### src/hdl/smooth_escape_palette_color_core_macros.svh
// Assertion macros shared by the smooth escape palette color core.
`ifndef SMOOTH_ESCAPE_PALETTE_COLOR_CORE_MACROS_SVH
`define SMOOTH_ESCAPE_PALETTE_COLOR_CORE_MACROS_SVH

// Same-cycle implication, checked outside reset.
`define SEPC_ASSERT_NOW(label, ante, cons) \
  label: assert property (@(posedge clk) disable iff (rst) (ante) |-> (cons)) \
    else $error("sepc assertion failed");

// Next-cycle implication, checked outside reset.
`define SEPC_ASSERT_NEXT(label, ante, cons) \
  label: assert property (@(posedge clk) disable iff (rst) (ante) |=> (cons)) \
    else $error("sepc assertion failed");

`endif

### src/hdl/sepc_div.sv
// Pipelined restoring divider that yields the palette index, one quotient bit per stage.
module sepc_div #(
  parameter int IdxW = 9,
  parameter int QW = 26,
  parameter type side_t = logic
) (
  input  logic            clk,
  input  logic            rst,
  input  logic            en,
  input  logic [15:0]     lim,
  input  logic            in_valid,
  input  logic [QW-1:0]   in_q,
  input  side_t           in_side,
  output logic            out_valid,
  output logic [IdxW-1:0] out_quo,
  output side_t           out_side
);

  logic            v_p [IdxW+1];
  logic [QW-1:0]   r_p [IdxW+1];
  logic [IdxW-1:0] q_p [IdxW+1];
  side_t           s_p [IdxW+1];

  assign v_p[0] = in_valid;
  assign r_p[0] = in_q;
  assign q_p[0] = '0;
  assign s_p[0] = in_side;

  for (genvar k = 0; k < IdxW; k++) begin : g_stage
    logic [QW-1:0] dv;
    logic          take;

    always_comb begin
      dv = QW'(lim) << (IdxW - 1 - k);
      take = r_p[k] >= dv;
    end

    always_ff @(posedge clk) begin
      if (rst) begin
        v_p[k+1] <= 1'b0;
      end else if (en) begin
        v_p[k+1] <= v_p[k];
      end
    end

    always_ff @(posedge clk) begin
      if (en) begin
        r_p[k+1] <= take ? r_p[k] - dv : r_p[k];
        q_p[k+1] <= {q_p[k][IdxW-2:0], take};
        s_p[k+1] <= s_p[k];
      end
    end
  end

  assign out_valid = v_p[IdxW];
  assign out_quo = q_p[IdxW];
  assign out_side = s_p[IdxW];

endmodule

### config.mk
export PLATFORM = sky130hd
export DESIGN_NAME = sepc_div
export DESIGN_NICKNAME = d
export VERILOG_FILES = /design/src/hdl/smooth_escape_palette_color_core_macros.svh /design/src/hdl/sepc_div.sv
export SDC_FILE = /design/constraint.sdc
export NUM_CORES = 1
export LEC_CHECK = 0
export BUFFER_PORTS_ARGS = -buffer_cell sky130_fd_sc_hd__buf_2
export CORE_ASPECT_RATIO = 0.7
export CORE_MARGIN = 5
export CORE_UTILIZATION = 50
export DETAILED_ROUTE_END_ITERATION = 8
export GPL_ROUTABILITY_DRIVEN = 0
export PLACE_DENSITY = 0.76
export SYNTH_ARGS = -nofsm -noshare
export SYNTH_HDL_FRONTEND = slang
export SYNTH_SLANG_ARGS = --single-unit
export TNS_END_PERCENT = 1
### constraint.sdc
create_clock -name clk -period 5.4 [get_ports clk]
set_clock_uncertainty 0.05 [all_clocks]
set_input_delay 1.62 -clock clk [delete_from_list [all_inputs] [get_ports clk]]
set_output_delay 1.62 -clock clk [all_outputs]
set_load 0.1 [all_outputs]
==> flow_summary.json, run 1 <==
{
  "outcome": "complete, no violations",
  "fin_crit_sh": 0.8172,
  "num_vias": 13420,
  "regArea_um2": 8048,
  "synth_cell_types": 71,
  "grt_first_pass_wirelength_mm": 65.91,
  "worstPathMaxFanout": 11,
  "clk_pin_slew_ps": 70,
  "avgViaCountPerCell": 6.033,
  "die_height_um": 166.8,
  "antenna_found_initial": 1,
  "hold_path_depth": 0,
  "ff2ff_setup_slack_ps": 2070,
  "critPathCaptureType": "flip-flop",
  "cts-buffers-inserted": 28,
  "cts_resized": 0,
  "synth_area_um2": 17560,
  "seq_area_frac_synth": 0.4584,
  "synth_area_leader_cell": "edfxtp_1",
  "drt_pass1_iterations": 5,
  "n_fill_cell": 2860,
  "multiInputGateArea_um2": 8991,
  "cap_violations": 0,
  "worst-path-stages": 11,
  "path_class": "in -> reg",
  "synth_fa_ha_area_frac": 0.1118,
  "yosysMostFrequentCell": "edfxtp_1",
  "start_kind": "primary input",
  "num_antenna_cells": 0,
  "max_clock_freq_mhz": 226.6,
  "synth_top_flop_cell": "edfxtp_1",
  "nets": 1929,
  "ioPinCount": 58,
  "finalSetupViolCount": 0,
  "yosys-top-cells-count": "edfxtp_1 (262), a21oi_1 (153), nor2_1 (153)",
  "syn-mean-instance-area_um2": 10.54,
  "initial_core_util": 0.5065,
  "ant_nets": 0,
  "hp-class": "reg -> reg",
  "reg2reg_depth": 8,
  "drc": 0,
  "grt_usage": 0.2062,
  "placedInstanceArea_um2": 18460,
  "yosysWarnings": 0,
  "post_drt_wl_per_cell_um": 18.50,
  "synth_top_family_by_area": "compound AO/OA/AOI/OAI gates",
  "relSlewSlack": 0.4614,
  "critPathArrivalTime_ps": 4670,
  "final_layout_size_suffix_gt1_frac": 0.1164,
  "p_leak_nw": 7.553,
  "synth-compound-area-share": 0.1641,
  "numClockSinks": 271,
  "cts_setup_buffers": 0,
  "cp_num_buf_inv": 3,
  "holdWs_ps": 368.1,
  "dieWidth_um": 234.0,
  "rsz0062_at_grt": "false",
  "place_hpwl_mm": 30.71,
  "drt_iter0_drc": 1321,
  "syn-instance-count": 1666,
  "cts_max_level": 1,
  "synth.area.mux_share": 0.03635,
  "slowest_stage": "o31ai_1",
  "synthSimpleGateAreaFrac": 0.1325,
  "synth_xor_area_frac": 0.06585,
  "max_stage_delay_ps": 530,
  "slew_violations": 0,
  "clk_latency_ps": 580,
  "ys_seq_elements": 271,
  "fin_tns_setup_ps": 0,
  "cts_buffer_depth": 3,
  "p_per_area_nw_per_um2": 474.5,
  "grt_max_degree": 104,
  "worst_pin_slew_ps": 807.9,
  "synthArstFlopShare": 0,
  "period_minus_slack_ps": 4413,
  "synth_area_leaders": "edfxtp_1 (45%), ha_1 (10%), a21oi_1 (4.4%)",
  "io_buffer_count": 57,
  "dpl_worst_slack_ps": 538.6,
  "crit_family": "compound AO/OA/AOI/OAI gates",
  "rows": 57,
  "core_um2": 34660,
  "ir_worst_vdd_mv": 0.3375,
  "crit_path_cell_trace": "buf_2, inv_1, buf_4, ha_1, nor2b_1, o31a_1, o31ai_1, a31oi_1, o311a_1, nor4_1, xor2_1",
  "grt_pass1_vias": 12730,
  "hold_buffers": 0,
  "cts_tree": "yes",
  "cts-root-buf": "clkbuf_16",
  "dieArea_um2": 39020,
  "synth-edff-count": 262,
  "final-hold-violation-count": 0,
  "required_ps": 5660,
  "grt_overflow": 0,
  "layout_setup_ws_ps": 986.9,
  "synth_top_area_share": 0.4482,
  "drt_wl_total_mm": 41.15,
  "design_area_um2": 19420,
  "syn2layout_area_growth_pct": 10.63,
  "syn_nets": 1865
}
through the flow:
stage                     power (mW)  instances  utilization
after global routing           9.777       2224       0.5603
after global placement         6.941       2172       0.5325
after detailed placement       7.086       2172       0.5325
after CTS                      9.148       2224       0.5603
after floorplan                6.242       1666            -
final                          9.214       2224       0.5603
state kept, by name, indices dropped and copies added, names as in the netlist:
signal,cells
out_side,1
v_p,8
out_quo,9
r_p,208
out_valid,1
q_p,36
s_p,8
report_power, final:
part           switching [mW]  internal (mW)  leakage (nW)
Sequential              0.347           3.08          2.59
Clock                   0.877           1.16         0.466
Combinational            2.09           1.66          4.50
area by class of cell:
type / count / share of cell area
tap: 472 / 0.03041
timing repair buffer: 89 / 0.02886
inverter: 70 / 0.01366
sequential: 271 / 0.4144
clock buffer: 34 / 0.03885
multi-input combinational: 1270 / 0.4630
clock inverter: 18 / 0.01089
cells in the final DEF, fill, tap and decap left out, types with 23 or more instances in the layout:
cell / Yosys / final
a31oi_1: 24 / 23
mux2_2: 46 / 46
nand3_1: 28 / 28
inv_1: 69 / 69
nor2_1: 153 / 153
o21a_1: 28 / 28
xnor2_1: 73 / 73
nor3_1: 25 / 25
buf_2: 4 / 56
edfxtp_1: 262 / 262
nor4_1: 25 / 25
buf_4: 12 / 30
clkbuf_16: 0 / 29
a21oi_1: 153 / 153
xor2_1: 59 / 59
a21o_1: 46 / 46
o21ai_0: 89 / 89
ha_1: 144 / 144
nand2_1: 112 / 112
logic make-up after synthesis:
logic type	count (synthesis)
simple gates	473
compound gates	455
flops	271
fa+ha+maj	152
xor+xnor	132
buf+inv	125
mux	58
routing by layer:
| layer | vias to the layer above | track usage | part of all wire |
|---|---|---|---|
| met4 | 0 | 0.05282 | 0.028 |
| li1 | 6412 | - | - |
| met3 | 121 | 0.03199 | 0.075 |
| met2 | 599 | 0.3311 | 0.45 |
| met1 | 6286 | 0.2949 | 0.44 |
| met5 | - | 0 | 0 |
path summary, 6_finish.rpt:
check | endpoint | startpoint
max | r_p[50] | lim[1]
min | out_quo[3] | q_p[11]
max reg2reg | r_p[50] | r_p[70]
min reg2reg | out_quo[3] | q_p[11]
No activity file was read; power rests on OpenSTA's default activity.
==> run 2, diff against run 1 <==
Settings changed: PLACE_DENSITY 0.76 to 0.79.
Clock period 5.4 ns to 3.55 ns, I/O delays scaled along.
==> run 2 against run 1 <==
  * Utilization is 7.8 points higher
  * Worst setup slack got worse by 880 ps
  * Routed wire length increased by 12%
  * Critical path depth unchanged
  * Sequential power rose by 53%
  * Sequential share of layout area is 5.1 points lower
  * Clock power increased by 49%
  * Total power grew 68%
  * Flip-flop and latch count unchanged
  * Via count grew 11%
  * Hold slack worse by 8.4 ps
  * Die area did not move
  * Critical path type unchanged
  * Largest cell class unchanged
  * Highest routed layer unchanged
==> flow_summary.json, run 2 (synthesis gave the netlist of run 1 again) <==
{
  "p_total_mw": 15.44,
  "critPathCaptureType": "flip-flop",
  "clk_latency_ps": 560,
  "ff2ff_setup_slack_ps": 400,
  "outcome": "complete, no violations",
  "final_layout_size_suffix_gt1_frac": 0.2640,
  "relSlewSlack": 0.4963,
  "ant_nets": 0,
  "worstPathMaxFanout": 4,
  "dpl_worst_slack_ps": -410.0,
  "cts-root-buf": "clkbuf_16",
  "num_antenna_cells": 0,
  "max_clock_freq_mhz": 290.3,
  "grt_usage": 0.2325,
  "drt_pass1_iterations": 6,
  "final-hold-violation-count": 0,
  "start_kind": "primary input",
  "layout_setup_ws_ps": 105.0,
  "p_per_area_nw_per_um2": 698.0,
  "holdPathEnd": "out_quo[8]",
  "finalSetupViolCount": 0,
  "rows": 57,
  "ioPinCount": 58,
  "die_height_um": 166.8,
  "regMostFlops": "r_p",
  "grt_first_pass_wirelength_mm": 74.84,
  "holdWs_ps": 359.7,
  "syn2layout_area_growth_pct": 26.00,
  "required_ps": 3790,
  "cts_tree": "yes",
  "wl_met2_mm": 21.89,
  "reg2reg_depth": 7,
  "dieWidth_um": 234.0,
  "cts-buffers-inserted": 29,
  "initial_core_util": 0.5065,
  "hold_path_depth": 0,
  "place_hpwl_mm": 35.16,
  "highest_layer": "met4",
  "cap_violations": 0,
  "grt_max_degree": 71,
  "critPathArrivalTime_ps": 3680,
  "swShare": 0.3539,
  "hp-class": "reg -> reg",
  "cts_buffer_depth": 3,
  "antenna_found_initial": 0,
  "postLayoutCoreUtil": 0.6382,
  "path_class": "in -> reg",
  "io_buffer_count": 57,
  "grt_overflow": 0,
  "pwr-share-seq": 0.340,
  "grt_pass1_vias": 15010,
  "p_leak_nw": 9.149,
  "clkPwrFrac": 0.196,
  "post_drt_wl_per_cell_um": 18.13,
  "r2r_end": "r_p[30]",
  "hold_buffers": 0,
  "period_minus_slack_ps": 3445,
  "slew_violations": 0,
  "num_vias": 14910,
  "worst_pin_slew_ps": 745.0,
  "drt_iter0_drc": 1243,
  "intPower_mw": 9.974,
  "core_um2": 34660,
  "cts_max_level": 1,
  "fin_crit_sh": 0.9704,
  "nets": 2249,
  "numClockSinks": 271,
  "cts_setup_buffers": 0,
  "ir_worst_vdd_mv": 0.5498,
  "wl_met1_mm": 18.99,
  "layout_commonest_cell": "buf_4",
  "combPwrFrac": 0.464,
  "largest_register_ffs": 208,
  "most-common-layout-cells": "buf_4 (335), edfxtp_1 (262), nor2_1 (153), a21oi_1 (152), ha_1 (141)",
  "clk_pin_slew_ps": 60,
  "r2r_start": "r_p[70]",
  "cts_resized": 0,
  "rsz0062_at_grt": "true",
  "avgViaCountPerCell": 5.862,
  "drt_wl_total_mm": 46.12,
  "dieArea_um2": 39020,
  "min_from": "q_p[16]",
  "dr_wl_met3_mm": 3.431,
  "drc": 0,
  "power.switching_mw": 5.464
}
run 2: cell types whose count changed in the layout (fill, tap and decap cells not counted), sizes merged:
cell      before  now
bufinv         3    0
inv           76   75
buf           89  408
clkbuf        34   35
clkinvlp       3    7
run 2: stage by stage:
| step | cells | TNS (ps) | cell area (µm²) |
|---|---|---|---|
| 2_1_floorplan | 1666 | -6255 | 17730 |
| 3_3_place_gp | 2491 | -35090 | 21140 |
| 3_5_place_dp | 2491 | -45400 | 21140 |
| 4_1_cts | 2544 | 0 | 22100 |
| 5_1_grt | 2544 | -30.66 | 22120 |
| 6_report | 2544 | 0 | 22120 |
run 2: worst max path at each step:
stage | startpoint | end | slack, ps | depth (start not counted)
finish | lim[5] | r_p[99] | 100 | 11
global route | lim[5] | r_p[99] | -30 | 12
CTS | lim[0] | r_p[232] | 140 | 12
detailed placement | lim[0] | r_p[232] | -410 | 12
global placement | lim[5] | r_p[179] | -340 | 11
floorplan | lim[1] | r_p[217] | -120 | 8
run 2: final cells by class:
type	count	area, µm²
clock buffers	35	832.0
inverters	70	269.0
well taps	472	590.6
clock inverters	18	126.4
flip-flops and latches	271	8048
fillers	2557	12540
repair buffers	408	3131
multi-input cells	1270	9124
run 2: metal layers:
layer	track usage	vias up
met3	0.04425	155
met5	0	-
met1	0.2995	7021
li1	-	7073
met4	0.07910	0
met2	0.3953	665
run 2: worst max-delay path, cell delays in order:
cell and delay [ps]:
buf_2 70, inv_1 180, buf_4 240, ha_1 220
a2111oi_2 420, o21ai_0 230, a211o_1 360, a31oi_1 230
nor3_1 140, a2111oi_1 400, xor2_1 110
run 2: power groups by stage:
stage          Combinational [mW]  Clock (mW)  Sequential (mW)
4_1_cts                      7.03        3.07             5.22
3_3_place_gp                 6.62           0             5.24
6_report                     7.17        3.03             5.24
3_5_place_dp                 6.94           0             5.27
2_1_floorplan                4.48           0             5.05
5_1_grt                      7.85        3.22             5.30
==> run 3, diff against run 2 <==
Settings changed: ABC_AREA set to 1.
==> run 3 against run 2 <==
  * Cell count up 48%
  * Die area rose by 23%
  * Worst setup slack improved by 400 ps
  * Combinational power increased by 5.4%
  * Via count grew 34%
  * Routed wire length increased by 34%
  * Largest cell class unchanged
==> flow_summary.json, run 3 <==
{
  "clkPwrFrac": 0.195,
  "antenna_found_initial": 3,
  "cts_tree": "yes",
  "power.switching_mw": 6.956,
  "synth_area_leader_cell": "edfxtp_1",
  "drt_pass1_iterations": 8,
  "worstSetupEndpoint": "r_p[162]",
  "post_drt_wl_per_cell_um": 16.37,
  "dpl_worst_slack_ps": -20.64,
  "holdWs_ps": 369.0,
  "p_total_mw": 15.88,
  "final_layout_size_suffix_gt1_frac": 0.1002,
  "drt_wl_total_mm": 61.67,
  "io_buffer_count": 57,
  "layout_setup_ws_ps": 502.8,
  "grt_max_degree": 94,
  "grt_usage": 0.2522,
  "outcome": "complete, no violations",
  "yosysMostFrequentCell": "nand2_1",
  "dieWidth_um": 260.0,
  "r2r_start": "r_p[188]",
  "nets": 3351,
  "worstPathMaxFanout": 22,
  "combPwrFrac": 0.476,
  "relSlewSlack": 0.5548,
  "cts_buffer_depth": 3,
  "ys_seq_elements": 271,
  "postLayoutCoreUtil": 0.5524,
  "critPathCaptureType": "flip-flop",
  "hp-class": "reg -> reg",
  "critPathArrivalTime_ps": 3280,
  "period_minus_slack_ps": 3047,
  "place_hpwl_mm": 47.87,
  "reg2reg_depth": 11,
  "seq_area_frac_synth": 0.3680,
  "p_per_area_nw_per_um2": 661.2,
  "ir_worst_vdd_mv": 0.4482,
  "syn_nets": 3258,
  "finalSetupViolCount": 0,
  "rows": 64,
  "cap_violations": 0,
  "pwr-share-seq": 0.329,
  "synth_top_flop_cell": "edfxtp_1",
  "hold_buffers": 0,
  "drt_iter0_drc": 2441,
  "p_leak_nw": 11.88,
  "worst_pin_slew_ps": 667.0,
  "synth_top_area_share": 0.3598,
  "core_um2": 43480,
  "drc": 0,
  "fin_tns_setup_ps": 0,
  "cts-buffers-inserted": 28,
  "yosys-top-cells-count": "nand2_1 (1247), inv_1 (458), edfxtp_1 (262)",
  "synth_cell_types": 52,
  "clk_pin_slew_ps": 60,
  "layout_commonest_cell": "nand2_1",
  "cts_resized": 0,
  "grt_first_pass_wirelength_mm": 96.45,
  "synth-edff-count": 262,
  "grt_overflow": 0,
  "num_antenna_cells": 0,
  "synthArstFlopShare": 0,
  "numClockSinks": 271,
  "clk_latency_ps": 570,
  "min_from": "q_p[64]",
  "synth_area_leaders": "edfxtp_1 (36%), nand2_1 (21%), ha_1 (8.2%)",
  "cts-root-buf": "clkbuf_16",
  "regMostFlops": "r_p",
  "ff2ff_setup_slack_ps": 920,
  "fin_crit_sh": 0.8584,
  "slew_violations": 0,
  "cts_setup_buffers": 0,
  "final-hold-violation-count": 0,
  "num_vias": 19970,
  "r2r_end": "r_p[162]",
  "syn-mean-instance-area_um2": 7.148,
  "ant_nets": 0,
  "cp-startpoint": "lim[0]",
  "synth_area_um2": 21870,
  "syn-instance-count": 3059,
  "required_ps": 3780,
  "ioPinCount": 58,
  "cts_max_level": 1,
  "rsz0062_at_grt": "false",
  "swShare": 0.4380,
  "most-common-layout-cells": "nand2_1 (1247), inv_1 (458), edfxtp_1 (262), nor2_1 (233), nand3_1 (181)",
  "max_clock_freq_mhz": 328.2,
  "syn2layout_area_growth_pct": 9.842,
  "intPower_mw": 8.925,
  "path_class": "in -> reg",
  "yosysWarnings": 0,
  "initial_core_util": 0.5029,
  "die_height_um": 185.0,
  "dieArea_um2": 48080,
  "start_kind": "primary input",
  "grt_pass1_vias": 17850,
  "avgViaCountPerCell": 5.299,
  "largest_register_ffs": 208
}
[run 3: changes by cell type after synthesis, moves of 46 or more]
cell / before / now
a21oi_1: 153 / 105
xnor2_1: 73 / 15
nor2_1: 153 / 233
nand2_2: 0 / 68
o21ai_0: 89 / 24
nand2_1: 112 / 1247
a21o_1: 46 / 0
nand3_1: 28 / 181
inv_1: 69 / 458
mux2_2: 46 / 0
[run 3: how the worst min path moves through the flow]
stage | endpoint | cells after the start
final | q_p[56] | 0
after global routing | s_p[4] | 0
after CTS | s_p[1] | 0
after detailed placement | q_p[29] | 0
after global placement | q_p[28] | 0
after floorplan | out_quo[1] | 0
[run 3: power groups by stage]
| stage | Sequential (mW) | Combinational, mW | Clock, mW |
|---|---|---|---|
| 6_report | 5.22 | 7.56 | 3.09 |
| 5_1_grt | 5.26 | 8.53 | 3.27 |
| 4_1_cts | 5.19 | 7.38 | 3.13 |
| 3_5_place_dp | 5.23 | 7.34 | 0 |
| 3_3_place_gp | 5.25 | 7.19 | 0 |
| 2_1_floorplan | 4.92 | 5.66 | 0 |
[run 3: logic make-up (layout without fill, tap and decap cells)]
family / after synthesis / after routing / synth area share
AO/OA/AOI/OAI: 173 / 173 / 0.04841
XOR/XNOR: 68 / 68 / 0.02724
adder cells (fa/ha/maj): 152 / 152 / 0.08972
buffers and inverters: 520 / 635 / 0.09996
flip-flops: 271 / 271 / 0.3680
AND/OR/NAND/NOR: 1875 / 1875 / 0.3667
[run 3: stage by stage]
stage | instances | area [µm²]
2_1_floorplan | 3059 | 21870
3_3_place_gp | 3716 | 23080
3_5_place_dp | 3716 | 23080
4_1_cts | 3768 | 24020
5_1_grt | 3768 | 24020
6_report | 3768 | 24020
[run 3: cell type report]
type                       instances  area, µm²
clock inverter                    18      195.2
inverter                         484       1819
sequential                       271       8048
tap                              594      743.2
fill                            4000      19460
multi-input combinational       2268      11630
timing repair buffer              99      835.8
clock buffer                      34      744.5
[run 3: metal layers]
layer / vias up / GRT usage / routed length, µm
li1: 9886 / - / -
met1: 8952 / 0.3846 / 27940
met5: - / 0 / 45
met2: 997 / 0.3500 / 23740
met3: 124 / 0.07332 / 8198
met4: 8 / 0.06464 / 1746
[run 3: critical path, cell delays in order]
cell and delay [ps]:
buf_2 290, ha_1 220, inv_1 80, fa_1 440, nand3_1 100, nand3_1 190
nand3_1 140, nand3b_1 180, a21oi_4 260, buf_12 190, o21ai_0 120
